File: src/rtl/core/gdcl_pkg.sv
// Types and constants shared by the garage door code lock controller.
// No dependencies; every other file of the block imports this package.
`default_nettype none

package gdcl_pkg;

    localparam int MAX_CODE_LENGTH = 8;
    localparam int KEY_IDX_W       = 4;
    localparam int KEY_CODE_W      = 5;
    localparam int DIST_W          = 9;
    localparam int COUNT_W         = 3;
    localparam int TIMER_W         = 16;
    localparam int CFG_INDEX_W     = 3;
    localparam int CFG_DATA_W      = 16;

    // Smallest and largest keypad positions that carry a key.
    localparam logic [KEY_CODE_W-1:0] KEY_FIRST = 5'd1;
    localparam logic [KEY_CODE_W-1:0] KEY_LAST  = 5'd16;

    // Configuration register indices.
    localparam logic [CFG_INDEX_W-1:0] CFG_CODE_KEYS       = 3'd0;
    localparam logic [CFG_INDEX_W-1:0] CFG_APPROACH_LIMIT  = 3'd1;
    localparam logic [CFG_INDEX_W-1:0] CFG_INNER_LIMIT     = 3'd2;
    localparam logic [CFG_INDEX_W-1:0] CFG_MAX_ATTEMPTS    = 3'd3;
    localparam logic [CFG_INDEX_W-1:0] CFG_LOCKOUT_TICKS   = 3'd4;
    localparam logic [CFG_INDEX_W-1:0] CFG_ARRIVAL_TIMEOUT = 3'd5;

    // Configuration reset values.
    localparam logic [15:0]        RST_CODE_KEYS       = 16'd16912;
    localparam logic [DIST_W-1:0]  RST_APPROACH_LIMIT  = 9'd25;
    localparam logic [DIST_W-1:0]  RST_INNER_LIMIT     = 9'd15;
    localparam logic [COUNT_W-1:0] RST_MAX_ATTEMPTS    = 3'd3;
    localparam logic [TIMER_W-1:0] RST_LOCKOUT_TICKS   = 16'd288;
    localparam logic [TIMER_W-1:0] RST_ARRIVAL_TIMEOUT = 16'd100;

    typedef enum logic [2:0] {
        MODE_IDLE         = 3'd0,
        MODE_ENTRY        = 3'd1,
        MODE_LOCKOUT      = 3'd2,
        MODE_AWAIT_INNER  = 3'd3,
        MODE_OUTER_CLEAR  = 3'd4,
        MODE_EXIT_AWAIT   = 3'd5,
        MODE_EXIT_CLEAR   = 3'd6
    } mode_t;

    typedef enum logic [1:0] {
        EVT_NONE    = 2'd0,
        EVT_CORRECT = 2'd1,
        EVT_WRONG   = 2'd2
    } code_event_t;

    typedef struct packed {
        logic [TIMER_W-1:0] arrival_timeout_ticks;
        logic [TIMER_W-1:0] lockout_ticks;
        logic [COUNT_W-1:0] max_attempts;
        logic [DIST_W-1:0]  inner_limit_cm;
        logic [DIST_W-1:0]  approach_limit_cm;
        logic [15:0]        code_keys;
    } cfg_t;

    // Packed so that the last field sits in the lowest bits.
    typedef struct packed {
        logic [KEY_CODE_W-1:0] key_code;
        logic                  exit_button;
        logic [DIST_W-1:0]     inner_cm;
        logic [DIST_W-1:0]     outer_cm;
    } sample_t;

    typedef struct packed {
        logic [TIMER_W-1:0] lockout_left;
        logic [1:0]         code_event;
        logic [COUNT_W-1:0] keys_entered;
        logic [2:0]         phase;
        logic               green_led;
        logic               red_led;
        logic               door_open;
    } result_t;

endpackage

`default_nettype wire

File: src/rtl/core/garage_door_code_lock_controller_unit.sv
// Garage door code lock controller, top level: input register, state machine, result register.
// Depends on gdcl_pkg, gdcl_cfg_regs and gdcl_fsm.
//
// Usage. Each request on the s_ channel is one control tick: the outer and
// inner distance readings, the exit button level and the keypad key clicked.
// Every request yields exactly one result on the m_ channel: door command,
// lamps, phase, keys collected, code event and lockout ticks remaining.
// The configuration channel writes one register per handshake; cfg_ready is
// always high, and writes should only be issued with no request in flight.
//
// Pipeline. A request that is accepted is held in the input register; once the
// result register is free the state machine updates and loads the result
// register, which then offers the result. One request is taken per cycle
// while m_tready does not stall the result register.
//
// Reset. A synchronous low aresetn empties both registers, returns the state
// machine to idle with the door shut and restores the register defaults.
// Stall. While m_tready is low the result holds; the input register still
// takes one more request, after which s_tready falls until the result leaves.
`default_nettype none

module garage_door_code_lock_controller_unit
    import gdcl_pkg::*;
#(
    parameter int CODE_LENGTH = 4
) (
    input  wire logic                   aclk,
    input  wire logic                   aresetn,
    // Configuration writes.
    input  wire logic                   cfg_valid,
    output logic                        cfg_ready,
    input  wire logic [CFG_INDEX_W-1:0] cfg_index,
    input  wire logic [CFG_DATA_W-1:0]  cfg_data,
    // Ticks in.
    input  wire logic                   s_tvalid,
    output logic                        s_tready,
    // s_tdata, low bit up: outer_cm[8:0], inner_cm[17:9], exit_button[18], key_code[23:19]
    input  wire logic [23:0]            s_tdata,
    // Results out.
    output logic                        m_tvalid,
    input  wire logic                   m_tready,
    // m_tdata, low bit up: door_open[0], red_led[1], green_led[2], phase[5:3],
    // keys_entered[8:6], code_event[10:9], lockout_left[26:11], zero[31:27]
    output logic [31:0]                 m_tdata
);

    cfg_t    cfg;
    sample_t in_data_reg;
    logic    in_valid_reg, in_valid_next;
    result_t out_data_reg;
    logic    out_valid_reg, out_valid_next;
    result_t result;
    logic    out_free;
    logic    advance;

    assign cfg_ready = 1'b1;

    gdcl_cfg_regs u_cfg_regs (
        .aclk     (aclk),
        .aresetn  (aresetn),
        .wr_en    (cfg_valid),
        .wr_index (cfg_index),
        .wr_data  (cfg_data),
        .cfg      (cfg)
    );

    gdcl_fsm #(
        .CODE_LENGTH (CODE_LENGTH)
    ) u_fsm (
        .aclk    (aclk),
        .aresetn (aresetn),
        .advance (advance),
        .cfg     (cfg),
        .sample  (in_data_reg),
        .result  (result)
    );

    assign out_free = !out_valid_reg || m_tready;
    assign advance  = in_valid_reg && out_free;
    assign s_tready = !in_valid_reg || advance;

    always_comb begin
        in_valid_next = in_valid_reg;
        if (s_tvalid && s_tready) begin
            in_valid_next = 1'b1;
        end else if (advance) begin
            in_valid_next = 1'b0;
        end

        out_valid_next = out_valid_reg;
        if (advance) begin
            out_valid_next = 1'b1;
        end else if (m_tready) begin
            out_valid_next = 1'b0;
        end
    end

    always_ff @(posedge aclk) begin
        if (!aresetn) begin
            in_valid_reg  <= 1'b0;
            out_valid_reg <= 1'b0;
        end else begin
            in_valid_reg  <= in_valid_next;
            out_valid_reg <= out_valid_next;
        end
    end

    always_ff @(posedge aclk) begin
        if (s_tvalid && s_tready) begin
            in_data_reg <= sample_t'(s_tdata);
        end
        if (advance) begin
            out_data_reg <= result;
        end
    end

    assign m_tvalid = out_valid_reg;
    assign m_tdata  = 32'(out_data_reg);

endmodule

`default_nettype wire

File: src/rtl/core/gdcl_cfg_regs.sv
// Configuration register file of the garage door code lock controller.
// Depends on gdcl_pkg for register indices, reset values and cfg_t.
`default_nettype none

module gdcl_cfg_regs
    import gdcl_pkg::*;
(
    input  wire logic                   aclk,
    input  wire logic                   aresetn,
    input  wire logic                   wr_en,
    input  wire logic [CFG_INDEX_W-1:0] wr_index,
    input  wire logic [CFG_DATA_W-1:0]  wr_data,
    output cfg_t                        cfg
);

    cfg_t cfg_reg;
    cfg_t cfg_next;

    always_comb begin
        cfg_next = cfg_reg;
        if (wr_en) begin
            case (wr_index)
                CFG_CODE_KEYS:       cfg_next.code_keys = wr_data;
                CFG_APPROACH_LIMIT:  cfg_next.approach_limit_cm = wr_data[DIST_W-1:0];
                CFG_INNER_LIMIT:     cfg_next.inner_limit_cm = wr_data[DIST_W-1:0];
                CFG_MAX_ATTEMPTS:    cfg_next.max_attempts = wr_data[COUNT_W-1:0];
                CFG_LOCKOUT_TICKS:   cfg_next.lockout_ticks = wr_data[TIMER_W-1:0];
                CFG_ARRIVAL_TIMEOUT: cfg_next.arrival_timeout_ticks = wr_data[TIMER_W-1:0];
                default:             cfg_next = cfg_reg;
            endcase
        end
    end

    always_ff @(posedge aclk) begin
        if (!aresetn) begin
            cfg_reg.code_keys             <= RST_CODE_KEYS;
            cfg_reg.approach_limit_cm     <= RST_APPROACH_LIMIT;
            cfg_reg.inner_limit_cm        <= RST_INNER_LIMIT;
            cfg_reg.max_attempts          <= RST_MAX_ATTEMPTS;
            cfg_reg.lockout_ticks         <= RST_LOCKOUT_TICKS;
            cfg_reg.arrival_timeout_ticks <= RST_ARRIVAL_TIMEOUT;
        end else begin
            cfg_reg <= cfg_next;
        end
    end

    assign cfg = cfg_reg;

endmodule

`default_nettype wire

File: src/rtl/core/gdcl_fsm.sv
// Door control state machine: one tick per advance, result formed from next state.
// Depends on gdcl_pkg for mode_t, code_event_t, cfg_t, sample_t and result_t.
`default_nettype none

module gdcl_fsm
    import gdcl_pkg::*;
#(
    parameter int CODE_LENGTH = 4
) (
    input  wire logic    aclk,
    input  wire logic    aresetn,
    input  wire logic    advance,
    input  wire cfg_t    cfg,
    input  wire sample_t sample,
    output result_t      result
);

    localparam int IDX_W = (CODE_LENGTH > 1) ? $clog2(CODE_LENGTH) : 1;
    localparam logic [COUNT_W:0] CODE_LEN_W = (COUNT_W + 1)'(CODE_LENGTH);

    mode_t                mode_reg, mode_next;
    logic                 door_reg, door_next;
    logic [COUNT_W-1:0]   key_count_reg, key_count_next;
    logic [COUNT_W-1:0]   wrong_count_reg, wrong_count_next;
    logic [TIMER_W-1:0]   wait_timer_reg, wait_timer_next;
    logic [KEY_IDX_W-1:0] typed_keys_reg  [CODE_LENGTH];
    logic [KEY_IDX_W-1:0] typed_keys_next [CODE_LENGTH];

    logic                      outer_near;
    logic                      inner_near;
    logic                      key_valid;
    logic [KEY_CODE_W-1:0]     key_minus_one;
    logic [COUNT_W:0]          count_inc;
    logic [COUNT_W-1:0]        wrong_inc;
    logic [TIMER_W:0]          timer_inc;
    logic                      wait_expired;
    logic [4*MAX_CODE_LENGTH-1:0] code_ext;
    logic                      code_match;
    code_event_t               code_event;

    assign outer_near    = sample.outer_cm <= cfg.approach_limit_cm;
    assign inner_near    = sample.inner_cm <= cfg.inner_limit_cm;
    assign key_valid     = (sample.key_code >= KEY_FIRST) && (sample.key_code <= KEY_LAST);
    assign key_minus_one = sample.key_code - KEY_FIRST;
    assign count_inc     = {1'b0, key_count_reg} + 1'b1;
    assign wrong_inc     = wrong_count_reg + 1'b1;
    assign timer_inc     = {1'b0, wait_timer_reg} + 1'b1;
    assign wait_expired  = timer_inc > {1'b0, cfg.arrival_timeout_ticks};
    // Code nibbles beyond the register's four read as zero.
    assign code_ext      = (4 * MAX_CODE_LENGTH)'(cfg.code_keys);

    // The key being typed takes part in the comparison on the same tick.
    always_comb begin
        for (int i = 0; i < CODE_LENGTH; i++) begin
            typed_keys_next[i] = typed_keys_reg[i];
            if (mode_reg == MODE_ENTRY && key_valid
                    && key_count_reg[IDX_W-1:0] == IDX_W'(i)) begin
                typed_keys_next[i] = key_minus_one[KEY_IDX_W-1:0];
            end
        end
    end

    always_comb begin
        code_match = 1'b1;
        for (int i = 0; i < CODE_LENGTH; i++) begin
            if (typed_keys_next[i] != code_ext[4*i +: 4]) begin
                code_match = 1'b0;
            end
        end
    end

    always_comb begin
        mode_next        = mode_reg;
        door_next        = door_reg;
        key_count_next   = key_count_reg;
        wrong_count_next = wrong_count_reg;
        wait_timer_next  = wait_timer_reg;
        code_event       = EVT_NONE;
        case (mode_reg)
            MODE_ENTRY: begin
                if (key_valid) begin
                    if (count_inc >= CODE_LEN_W) begin
                        key_count_next = '0;
                        if (code_match) begin
                            code_event       = EVT_CORRECT;
                            wrong_count_next = '0;
                            door_next        = 1'b1;
                            wait_timer_next  = '0;
                            mode_next        = MODE_AWAIT_INNER;
                        end else begin
                            code_event       = EVT_WRONG;
                            wrong_count_next = wrong_inc;
                            if (wrong_inc >= cfg.max_attempts) begin
                                wait_timer_next = cfg.lockout_ticks;
                                mode_next       = MODE_LOCKOUT;
                            end
                        end
                    end else begin
                        key_count_next = count_inc[COUNT_W-1:0];
                    end
                end
            end
            MODE_LOCKOUT: begin
                if (wait_timer_reg <= TIMER_W'(1)) begin
                    wait_timer_next  = '0;
                    wrong_count_next = '0;
                    mode_next        = MODE_ENTRY;
                end else begin
                    wait_timer_next = wait_timer_reg - 1'b1;
                end
            end
            MODE_AWAIT_INNER: begin
                // The timer only moves on ticks where the sensor has not fired.
                if (inner_near || wait_expired) begin
                    mode_next = MODE_OUTER_CLEAR;
                end else begin
                    wait_timer_next = timer_inc[TIMER_W-1:0];
                end
            end
            MODE_OUTER_CLEAR: begin
                if (!outer_near) begin
                    door_next = 1'b0;
                    mode_next = MODE_IDLE;
                end
            end
            MODE_EXIT_AWAIT: begin
                if (outer_near || wait_expired) begin
                    mode_next = MODE_EXIT_CLEAR;
                end else begin
                    wait_timer_next = timer_inc[TIMER_W-1:0];
                end
            end
            MODE_EXIT_CLEAR: begin
                if (!outer_near && !inner_near) begin
                    door_next = 1'b0;
                    mode_next = MODE_IDLE;
                end
            end
            default: begin
                // Idle, and any unused code, behaves as idle with the door shut.
                mode_next = MODE_IDLE;
                door_next = 1'b0;
                if (outer_near) begin
                    key_count_next   = '0;
                    wrong_count_next = '0;
                    mode_next        = MODE_ENTRY;
                end else if (sample.exit_button) begin
                    door_next       = 1'b1;
                    wait_timer_next = '0;
                    mode_next       = MODE_EXIT_AWAIT;
                end
            end
        endcase

        result.door_open    = door_next;
        result.red_led      = !door_next;
        result.green_led    = door_next;
        result.phase        = mode_next;
        result.keys_entered = key_count_next;
        result.code_event   = code_event;
        result.lockout_left = (mode_next == MODE_LOCKOUT) ? wait_timer_next : '0;
    end

    always_ff @(posedge aclk) begin
        if (!aresetn) begin
            mode_reg        <= MODE_IDLE;
            door_reg        <= 1'b0;
            key_count_reg   <= '0;
            wrong_count_reg <= '0;
            wait_timer_reg  <= '0;
        end else if (advance) begin
            mode_reg        <= mode_next;
            door_reg        <= door_next;
            key_count_reg   <= key_count_next;
            wrong_count_reg <= wrong_count_next;
            wait_timer_reg  <= wait_timer_next;
        end
    end

    // Typed keys are always written before they are compared, so no reset.
    always_ff @(posedge aclk) begin
        if (advance) begin
            typed_keys_reg <= typed_keys_next;
        end
    end

endmodule

`default_nettype wire

File: config.mk
export PLATFORM = sky130hd
export DESIGN_NAME = garage_door_code_lock_controller_unit
export DESIGN_NICKNAME = d
export VERILOG_FILES = /design/src/rtl/core/gdcl_pkg.sv /design/src/rtl/core/garage_door_code_lock_controller_unit.sv /design/src/rtl/core/gdcl_cfg_regs.sv /design/src/rtl/core/gdcl_fsm.sv
export SDC_FILE = /design/constraint.sdc
export NUM_CORES = 1
export LEC_CHECK = 0
export BUFFER_PORTS_ARGS = -buffer_cell sky130_fd_sc_hd__buf_2
export CORE_MARGIN = 2
export CORE_UTILIZATION = 25
export DETAILED_ROUTE_END_ITERATION = 6
export PLACE_DENSITY = 0.49
export RECOVER_POWER = 50
export SKIP_CTS_REPAIR_TIMING = 1
export SLEW_MARGIN = 20
export SYNTH_ARGS = -nofsm -noshare
export SYNTH_HDL_FRONTEND = slang
export SYNTH_SLANG_ARGS = --single-unit
File: constraint.sdc
create_clock -name aclk -period 12.28 [get_ports aclk]
set_clock_uncertainty 0.1 [all_clocks]
set_input_delay 2.456 -clock aclk [delete_from_list [all_inputs] [get_ports aclk]]
set_output_delay 2.456 -clock aclk [all_outputs]
set_load 0.05 [all_outputs]
==> impl_metrics.ini, run 1 <==
[route]
wl_per_cell_um = 17.6
firstDrtPassIters = 5
drt_iter0_drc = 658
drc = 0
vias = 8056
postRouteAntennaNets = 0
via_per_inst = 4.90
routed_wl_um = 28900

[synthesis]
synth-edff-count = 66
ys_types = 79
yosysWarnings = 0
syn_area_um2 = 9470
synth_ff_type = dfxtp_1
synthTopCellsByArea = edfxtp_1 21%, dfxtp_1 21%, nand2_1 8.4%
synthCells = 1084
synthArstFlopShare_pct = 0
synth_seq_cells = 163
netlist.area_leader.share_pct = 20.9
avgSynthCellArea_um2 = 8.74
synth.yosys.seq_area_share_pct = 41.4
yosysMostFrequentCell = nand2_1
synth_top_area_cell = edfxtp_1
synthTopCellsByCount = 212 x nand2_1, 97 x dfxtp_1, 85 x a21oi_1, 66 x edfxtp_1, 64 x inv_1

[layout]
register_area_um2 = 3920
area_growth_pct = 13.4
fill_cells = 4105
largest_register_ffs = 69
drive_gt1_share_pct = 12.3
diodes = 0
final_net_count = 1218
multi_input_area_um2 = 4930
final_util_pct = 28.6

[timing]
post-route-period-util_pct = 49.8
relSlewSlack_pct = -136
min_period_ns = 6.12
layout_setup_ws_ns = 6.16
finalSetupViolations = 0
grt_setup_unrepaired = false
worstMarginPinSlew_ns = 3.55
hold_violations = 0
setup_tns_ns = 0
fmax_ghz = 0.164
slew_viol_final = 145

[power_and_ir_drop]
p_seq_share_pct = 46.4
switching_share_pct = 29.2
power_leakage_nw = 3.88
peakVddDrop_mv = 0.101
pwr-share-comb_pct = 12.0
switchingPower_mw = 0.376
p_int_mw = 0.911
p_total_mw = 1.29
power_density_nw_per_um2 = 120
pwr-share-clk_pct = 41.7

[clock_tree]
root_buffer = clkbuf_16
cts_max_level = 4
path_clk_slew_ns = 0.07
cts.sinks = 163
cts_tree = done
clk_latency_ns = 0.45
clk_path_buf_depth = 2
numCtsBuffers = 17

[critical_path]
required_ns = 12.37
crit_path_cell_trace = clkbuf_1 -> clkinv_1 -> clkbuf_1 -> o22ai_1
timing.reg2reg.setup_slack_ns = 6.64
cp_max_fo = 71
cp-start-kind = primary input
timing.rr.start = u_fsm.wait_timer_reg[1]
critical_path_class = primary input to flip-flop
cp_data_arrival_time_ns = 6.21
max_stage_delay_ns = 2.50
critical-path-slowest-cell = clkbuf_1
cp_common_cell = clkbuf_1
startpoint = aresetn
end_kind = flip-flop

[floorplanning]
num_rows = 71
ios = 83
dieArea_um2 = 39500
die_height_um = 199
start_util_pct = 25.3
core_region_area_um2 = 37500
die_w_um = 199

[hold_path]
hold_class = flip-flop to flip-flop
hold_start = u_cfg_regs.cfg[65]

[global_routing]
track_usage_pct = 15.1
antenna_found_initial = 3
overflow = 0
grt_max_degree = 72
grt_pass1_vias = 7704
grt_pass1_wl_um = 45000

[status]
violations = capacitance limit, slew limit
status = finished, violations left

[job]
maxCapViolations = 4

[placement]
portBuffers = 76
gp_congestion = 0.901
dp_hpwl_um = 20800
pre_cts_ws_ns = 6.66
==> worst max-delay path: cells and delay by family <==
kind,cells,cell delay (ns)
buffers and inverters,3,3.39
AOI/OAI and AO/OA,1,0.30
==> layout make-up <==
type,instances,share of cell area [%]
clock buffers,17,3.96
clock inverters,15,1.42
inverters,66,2.31
multi-input cells,790,45.9
flip-flops and latches,163,36.5
well taps,511,5.96
repair buffers,83,3.87
==> cell usage in the layout (no fill, tap or decap), types with 5 or more instances in the layout <==
master / netlist / final
nand4_1: 13 / 13
edfxtp_1: 66 / 66
a211oi_1: 12 / 12
inv_1: 64 / 64
conb_1: 2 / 6
a32oi_1: 7 / 7
o311ai_0: 8 / 8
ha_1: 49 / 49
and3_1: 9 / 9
a221oi_1: 4 / 5
clkbuf_1: 51 / 8
nor2_1: 52 / 52
buf_2: 6 / 71
o32ai_1: 5 / 5
nand3_1: 26 / 26
nor2b_1: 7 / 7
a211oi_2: 9 / 9
or2_2: 5 / 5
dfxtp_1: 97 / 97
or3_1: 9 / 9
nand2b_1: 5 / 5
xor2_1: 9 / 9
xnor2_1: 31 / 31
a21oi_1: 85 / 84
nor3b_1: 5 / 6
o211ai_1: 21 / 21
o21ai_0: 50 / 50
nor3_1: 30 / 29
clkbuf_16: 0 / 17
mux2i_1: 7 / 7
nand2_1: 212 / 212
a22oi_1: 17 / 17
a31oi_1: 8 / 8
==> metrics by stage <==
stage / hold WS (ns) / cells / cell area (µm²)
floorplan: 0.331 / 1088 / 9490
global placement: 0.341 / 1613 / 10200
detailed placement: 0.347 / 1613 / 10200
CTS: 0.357 / 1645 / 10800
global route: 0.377 / 1645 / 10700
finish: 0.354 / 1645 / 10700
==> cells by family after synthesis <==
logic type / share of synthesized area, %
simple gates: 19.3
compound gates: 21.0
flops: 41.4
buf+inv: 6.10
fa+ha+maj: 6.47
xor+xnor: 4.17
mux: 1.45
other cells: 0.0793
==> per-layer routing <==
layer  GRT usage (%)  wire (µm)  vias up
li1                -          -     3959
met1            21.5      14200     3832
met2            22.7      12600      236
met3            3.36       1680       25
met4            3.98        352        4
met5               0         24        -
==> final timing paths <==
path / end / depth (start not counted)
worst max register to register: m_tdata[11] / 14
worst min register to register: u_cfg_regs.cfg[65] / 2
worst min-delay path: u_cfg_regs.cfg[65] / 2
worst max-delay path: u_fsm.wait_timer_reg[13] / 4
==> power by group through the flow <==
stage | Clock, mW | Sequential [mW] | Combinational (mW)
floorplan | 0 | 0.616 | 0.0985
global placement | 0 | 0.609 | 0.155
detailed placement | 0 | 0.609 | 0.156
CTS | 0.553 | 0.597 | 0.156
global route | 0.573 | 0.599 | 0.169
finish | 0.536 | 0.597 | 0.154
No activity file was read; power rests on OpenSTA's default activity.
==> run 2: changes to the inputs <==
--- a/config.mk
+++ b/config.mk
@@ -9,7 +9,7 @@
 export CORE_MARGIN = 2
 export CORE_UTILIZATION = 25
 export DETAILED_ROUTE_END_ITERATION = 6
-export PLACE_DENSITY = 0.49
+export PLACE_DENSITY = 0.5
 export RECOVER_POWER = 50
 export SKIP_CTS_REPAIR_TIMING = 1
 export SLEW_MARGIN = 20
==> constraint.sdc (replaced) <==
create_clock -name aclk -period 5.3 [get_ports aclk]
set_clock_uncertainty 0.1 [all_clocks]
set_input_delay 1.06 -clock aclk [delete_from_list [all_inputs] [get_ports aclk]]
set_output_delay 1.06 -clock aclk [all_outputs]
set_load 0.05 [all_outputs]
==> run 2 against run 1 <==
Net effect:
- the flow still finishes with violations (capacitance limit, slew limit)
- first-iteration DRC count grew 9.3%
- cell count increased by 1.0%
- clock power increased by 120%
- die area is the same
- sequential share of layout area is 0.53 points lower
- count of clock-buffer cells in the layout up 1
- total power rose by 130%
- worst hold slack got worse by 0.0041 ns
- routed wire length up 3.1%
- sequential cell count did not move
- setup slack worse by 5.7 ns
- combinational power rose by 140%
- critical path type is now flip-flop to flip-flop
- largest power group unchanged
==> impl_metrics.ini, run 2 (synthesis results as in run 1) <==
[global_routing]
track_usage_pct = 15.4
overflow = 0
grt_pass1_wl_um = 46100
grt_max_degree = 54
grt_pass1_vias = 7763
antenna_found_initial = 3

[route]
drc = 0
met2WireLength_um = 12900
wirelength_met1_um = 14400
top_layer = met5
routed_wl_um = 29800
drt_iter0_drc = 719
wl_per_cell_um = 17.9
firstDrtPassIters = 7
route.met3.wl_um = 2080
via_per_inst = 4.90
vias = 8146
postRouteAntennaNets = 0

[power_and_ir_drop]
pwr-share-clk_pct = 40.5
power_leakage_nw = 3.94
p_total_mw = 2.94
power_density_nw_per_um2 = 270
p_seq_share_pct = 47.0
switchingPower_mw = 0.869
p_int_mw = 2.07
pwr-share-comb_pct = 12.4
switching_share_pct = 29.6
peakVddDrop_mv = 0.219

[layout]
final_util_pct = 29.1
mostFrequentLayoutCell = nand2_1
final_cell_mix = 212 x nand2_1, 97 x dfxtp_1, 85 x a21oi_1, 66 x edfxtp_1, 65 x inv_1
area_growth_pct = 15.0
drive_gt1_share_pct = 13.4
diodes = 0
largest_register_ffs = 69
fill_cells = 4077
design_area_um2 = 10900
final_net_count = 1235

[floorplanning]
dieArea_um2 = 39500
num_rows = 71
die_w_um = 199
die_height_um = 199
core_region_area_um2 = 37500
start_util_pct = 25.3
ios = 83

[clock_tree]
clk_latency_ns = 0.44
path_clk_slew_ns = 0.07
root_buffer = clkbuf_16
cts_tree = done
cts.sinks = 163
cts_max_level = 4
clk_path_buf_depth = 2
numCtsBuffers = 17

[critical_path]
critical_path_class = flip-flop to flip-flop
cp_max_fo = 17
cp_common_cell = ha_1
critical-path-slowest-cell = a21oi_2
required_ns = 5.47
cp_data_arrival_time_ns = 4.99
critPathTopFamily = compound AO/OA/AOI/OAI gates
cp-start-kind = flip-flop
end_kind = flip-flop
max_stage_delay_ns = 0.62
crit_path_cell_trace = ha_1 -> and3_1 -> nand3_1 -> nor3_1 -> xnor2_1 -> ha_1 -> nand2_1 -> nor2_1 -> a41oi_1 -> nand3b_1 -> a32o_1 -> a21oi_2 -> a22oi_1 -> a211oi_2
crit_buf_inv = 0

[timing]
grt_setup_unrepaired = false
worstMarginPinSlew_ns = 1.83
finalSetupViolations = 0
post-route-period-util_pct = 91.0
slew_viol_final = 43
fmax_ghz = 0.207
setup_tns_ns = 0
min_period_ns = 4.82
relSlewSlack_pct = -22.8
hold_violations = 0

[placement]
dpl_cell_area_um2 = 10400
dp_hpwl_um = 22000
gp_congestion = 0.909
portBuffers = 76

[status]
status = finished, violations left
violations = capacitance limit, slew limit

[hold_path]
hold_class = flip-flop to flip-flop

[job]
maxCapViolations = 2
[run 2: changes by cell type in the layout (fill, tap and decap cells not counted), moves of 3 or more]
cell,before,now
buf_4,4,23
buf_2,71,60
clkbuf_1,8,18
o221ai_1,4,1
[run 2: final timing paths]
check / cells after the start / endpoint / slack, ns / start
max: 14 / m_tdata[19] / 0.48 / u_fsm.wait_timer_reg[1]
min: 2 / u_cfg_regs.cfg[41] / 0.35 / u_cfg_regs.cfg[41]
max reg2reg: 14 / m_tdata[19] / 0.48 / u_fsm.wait_timer_reg[1]
min reg2reg: 2 / u_cfg_regs.cfg[41] / 0.35 / u_cfg_regs.cfg[41]
[run 2: final cells by class]
type	instances	area, µm²	share of cell area (%)
inverters	66	248	2.27
clock inverters	14	115	1.06
clock buffers	18	429	3.94
well taps	511	639	5.87
multi-input cells	790	5000	45.9
repair buffers	100	537	4.93
flip-flops and latches	163	3920	36.0
[run 2: metal layers]
layer / vias up / global-route usage (%)
li1: 3987 / -
met1: 3857 / 21.8
met2: 265 / 23.3
met3: 33 / 4.04
met4: 4 / 3.76
met5: - / 0
[run 2: per-stage QoR]
stage / std cells / worst slack, ns / hold slack (ns)
after floorplan: 1088 / 1.41 / 0.331
after global placement: 1630 / 0.757 / 0.340
after detailed placement: 1630 / 0.528 / 0.343
after CTS: 1662 / 0.527 / 0.353
after global routing: 1662 / 0.0154 / 0.372
final: 1662 / 0.476 / 0.349
[run 2: power by group through the flow]
stage               clock (mW)  combinational, mW  sequential [mW]
finish                    1.19              0.366             1.38
global route              1.28              0.401             1.39
CTS                       1.23              0.368             1.38
detailed placement           0              0.367             1.41
global placement             0              0.366             1.41
floorplan                    0              0.228             1.43
[run 2: tightest hold or removal path, cell delays in order (launching register included)]
cell and delay [ns]:
dfxtp_1 0.31, nand2_1 0.05, a21oi_1 0.05
==> run 3: changes to the inputs <==
--- a/config.mk
+++ b/config.mk
@@ -9,7 +9,6 @@
 export CORE_MARGIN = 2
 export CORE_UTILIZATION = 25
 export DETAILED_ROUTE_END_ITERATION = 6
-export PLACE_DENSITY = 0.5
 export RECOVER_POWER = 50
 export SKIP_CTS_REPAIR_TIMING = 1
 export SLEW_MARGIN = 20
==> run 3 against run 2 <==
Net effect:
- the flow still finishes with violations (capacitance limit, slew limit)
- setup slack lost 0.059 ns
- sequential power is essentially flat
- maximum frequency shrank 1.2%
- via count grew 1.7%
- sequential share of layout area is the same
- cell area is the same
- combinational power is essentially flat
- register-to-register slack lost 0.06 ns
- cell count shrank 0.18%
- first-iteration DRC count grew 15%
- total power grew 1.8%
==> impl_metrics.ini, run 3 (synthesis results as in run 1) <==
[power_and_ir_drop]
power_density_nw_per_um2 = 275
peakVddDrop_mv = 0.222
pwr-share-clk_pct = 41.7
switching_share_pct = 28.7
p_seq_share_pct = 46.2
p_int_mw = 2.13
switchingPower_mw = 0.859
power_leakage_nw = 3.92
pwr-share-comb_pct = 12.2

[clock_tree]
clk_latency_ns = 0.45
clk_path_buf_depth = 2
path_clk_slew_ns = 0.08
cts_max_level = 4
root_buffer = clkbuf_16
cts.sinks = 163
cts_tree = done
numCtsBuffers = 17

[floorplanning]
core_region_area_um2 = 37500
die_w_um = 199
dieArea_um2 = 39500
num_rows = 71
start_util_pct = 25.3
ios = 83
die_height_um = 199

[timing]
fmax_ghz = 0.205
layout_setup_ws_ns = 0.417
post-route-period-util_pct = 92.1
setup_tns_ns = 0
slew_viol_final = 43
hold_violations = 0
worstMarginPinSlew_ns = 1.99
min_period_ns = 4.88
grt_setup_unrepaired = false
finalSetupViolations = 0
relSlewSlack_pct = -34.0

[critical_path]
critical-path-slowest-cell = a21oi_2
cp-start-kind = flip-flop
max_stage_delay_ns = 0.66
startpoint = u_fsm.wait_timer_reg[1]
timing.rr.start = u_fsm.wait_timer_reg[1]
required_ns = 5.48
critical_path.endpoint = m_tdata[19]
path_depth = 14
reg2reg_to = m_tdata[19]
critical_path_class = flip-flop to flip-flop
cp_common_cell = ha_1
timing.reg2reg.setup_slack_ns = 0.42
reg2reg_depth = 14
end_kind = flip-flop
cp_max_fo = 17
critPathTopFamily = compound AO/OA/AOI/OAI gates
crit_buf_inv = 0
crit_path_cell_trace = ha_1 -> and3_1 -> nand3_1 -> nor3_1 -> xnor2_1 -> ha_1 -> nand2_1 -> nor2_1 -> a41oi_1 -> nand3b_1 -> a32o_1 -> a21oi_2 -> a22oi_1 -> a211oi_2
cp_data_arrival_time_ns = 5.07

[global_routing]
overflow = 0
grt_pass1_wl_um = 44100
grt_pass1_vias = 7792
grt_max_degree = 43
track_usage_pct = 14.6
antenna_found_initial = 2

[route]
drt_iter0_drc = 828
firstDrtPassIters = 7
postRouteAntennaNets = 0
top_layer = met5
routed_wl_um = 28300
route.met3.wl_um = 2370
drc = 0
wirelength_met1_um = 13200
via_per_inst = 4.99
vias = 8281
wl_per_cell_um = 17.0
met2WireLength_um = 11800

[layout]
final_net_count = 1232
area_growth_pct = 15.0
fin_cells = 1659
final_cell_mix = 212 x nand2_1, 97 x dfxtp_1, 85 x a21oi_1, 66 x edfxtp_1, 65 x inv_1
fill_cells = 4024
final_util_pct = 29.1
mostFrequentLayoutCell = nand2_1
drive_gt1_share_pct = 12.5
largest_register_ffs = 69
design_area_um2 = 10900
diodes = 0

[status]
status = finished, violations left
violations = capacitance limit, slew limit

[job]
maxCapViolations = 2

[placement]
pre_cts_ws_ns = 0.445
portBuffers = 76
gp_congestion = 0.914
dp_hpwl_um = 20800
placedCellCount = 1627
dpl_cell_area_um2 = 10400

[hold_path]
hold_class = flip-flop to flip-flop
## run 3: changes by cell type in the layout (fill, tap and decap cells not counted), sizes merged
| cell | change |
|---|---|
| clkinv | +2 |
| buf | -12 |
| clkinvlp | -1 |
| inv | -3 |
| clkbuf | +10 |
| bufinv | +1 |
## run 3: layout make-up
| cell class | instances | area [µm²] | area share, % |
|---|---|---|---|
| clock buffer | 19 | 444 | 4.08 |
| clock inverter | 13 | 140 | 1.29 |
| inverter | 66 | 248 | 2.27 |
| multi-input combinational | 790 | 4980 | 45.7 |
| sequential | 163 | 3920 | 36.0 |
| tap | 511 | 639 | 5.87 |
| timing repair buffer | 97 | 515 | 4.73 |
## run 3: worst min-delay path: stages (launching register included)
cell and delay [ns]:
dfxtp_1 0.31, nand2_1 0.05, a21oi_1 0.05
## run 3: power by group through the flow
stage               Sequential, mW  Clock (mW)  Combinational (mW)
floorplan                     1.43           0               0.228
global placement              1.41           0               0.361
detailed placement            1.41           0               0.365
CTS                           1.38        1.28               0.367
global route                  1.39        1.32               0.396
finish                        1.38        1.25               0.364
## run 3: per-layer routing
metal	up-vias	GRT usage, %
li1	3985	-
met1	3902	20.6
met2	341	21.4
met3	49	3.48
met4	4	5.83
met5	-	0
## run 3: worst min path at each step
stage,from,to,slack [ns],depth (start not counted)
2_1_floorplan,u_cfg_regs.cfg[41],u_cfg_regs.cfg[41],0.33,2
3_3_place_gp,u_fsm.door_reg,u_fsm.door_reg,0.34,2
3_5_place_dp,u_fsm.door_reg,u_fsm.door_reg,0.35,2
4_1_cts,u_cfg_regs.cfg[50],u_cfg_regs.cfg[50],0.36,2
5_1_grt,u_cfg_regs.cfg[54],u_cfg_regs.cfg[54],0.38,2
6_report,u_cfg_regs.cfg[56],u_cfg_regs.cfg[56],0.36,2
## run 3: per-stage QoR
stage	power, mW	hold slack, ns
global route	3.10	0.378
detailed placement	1.77	0.346
global placement	1.77	0.341
finish	2.99	0.357
CTS	3.02	0.358
floorplan	1.65	0.331
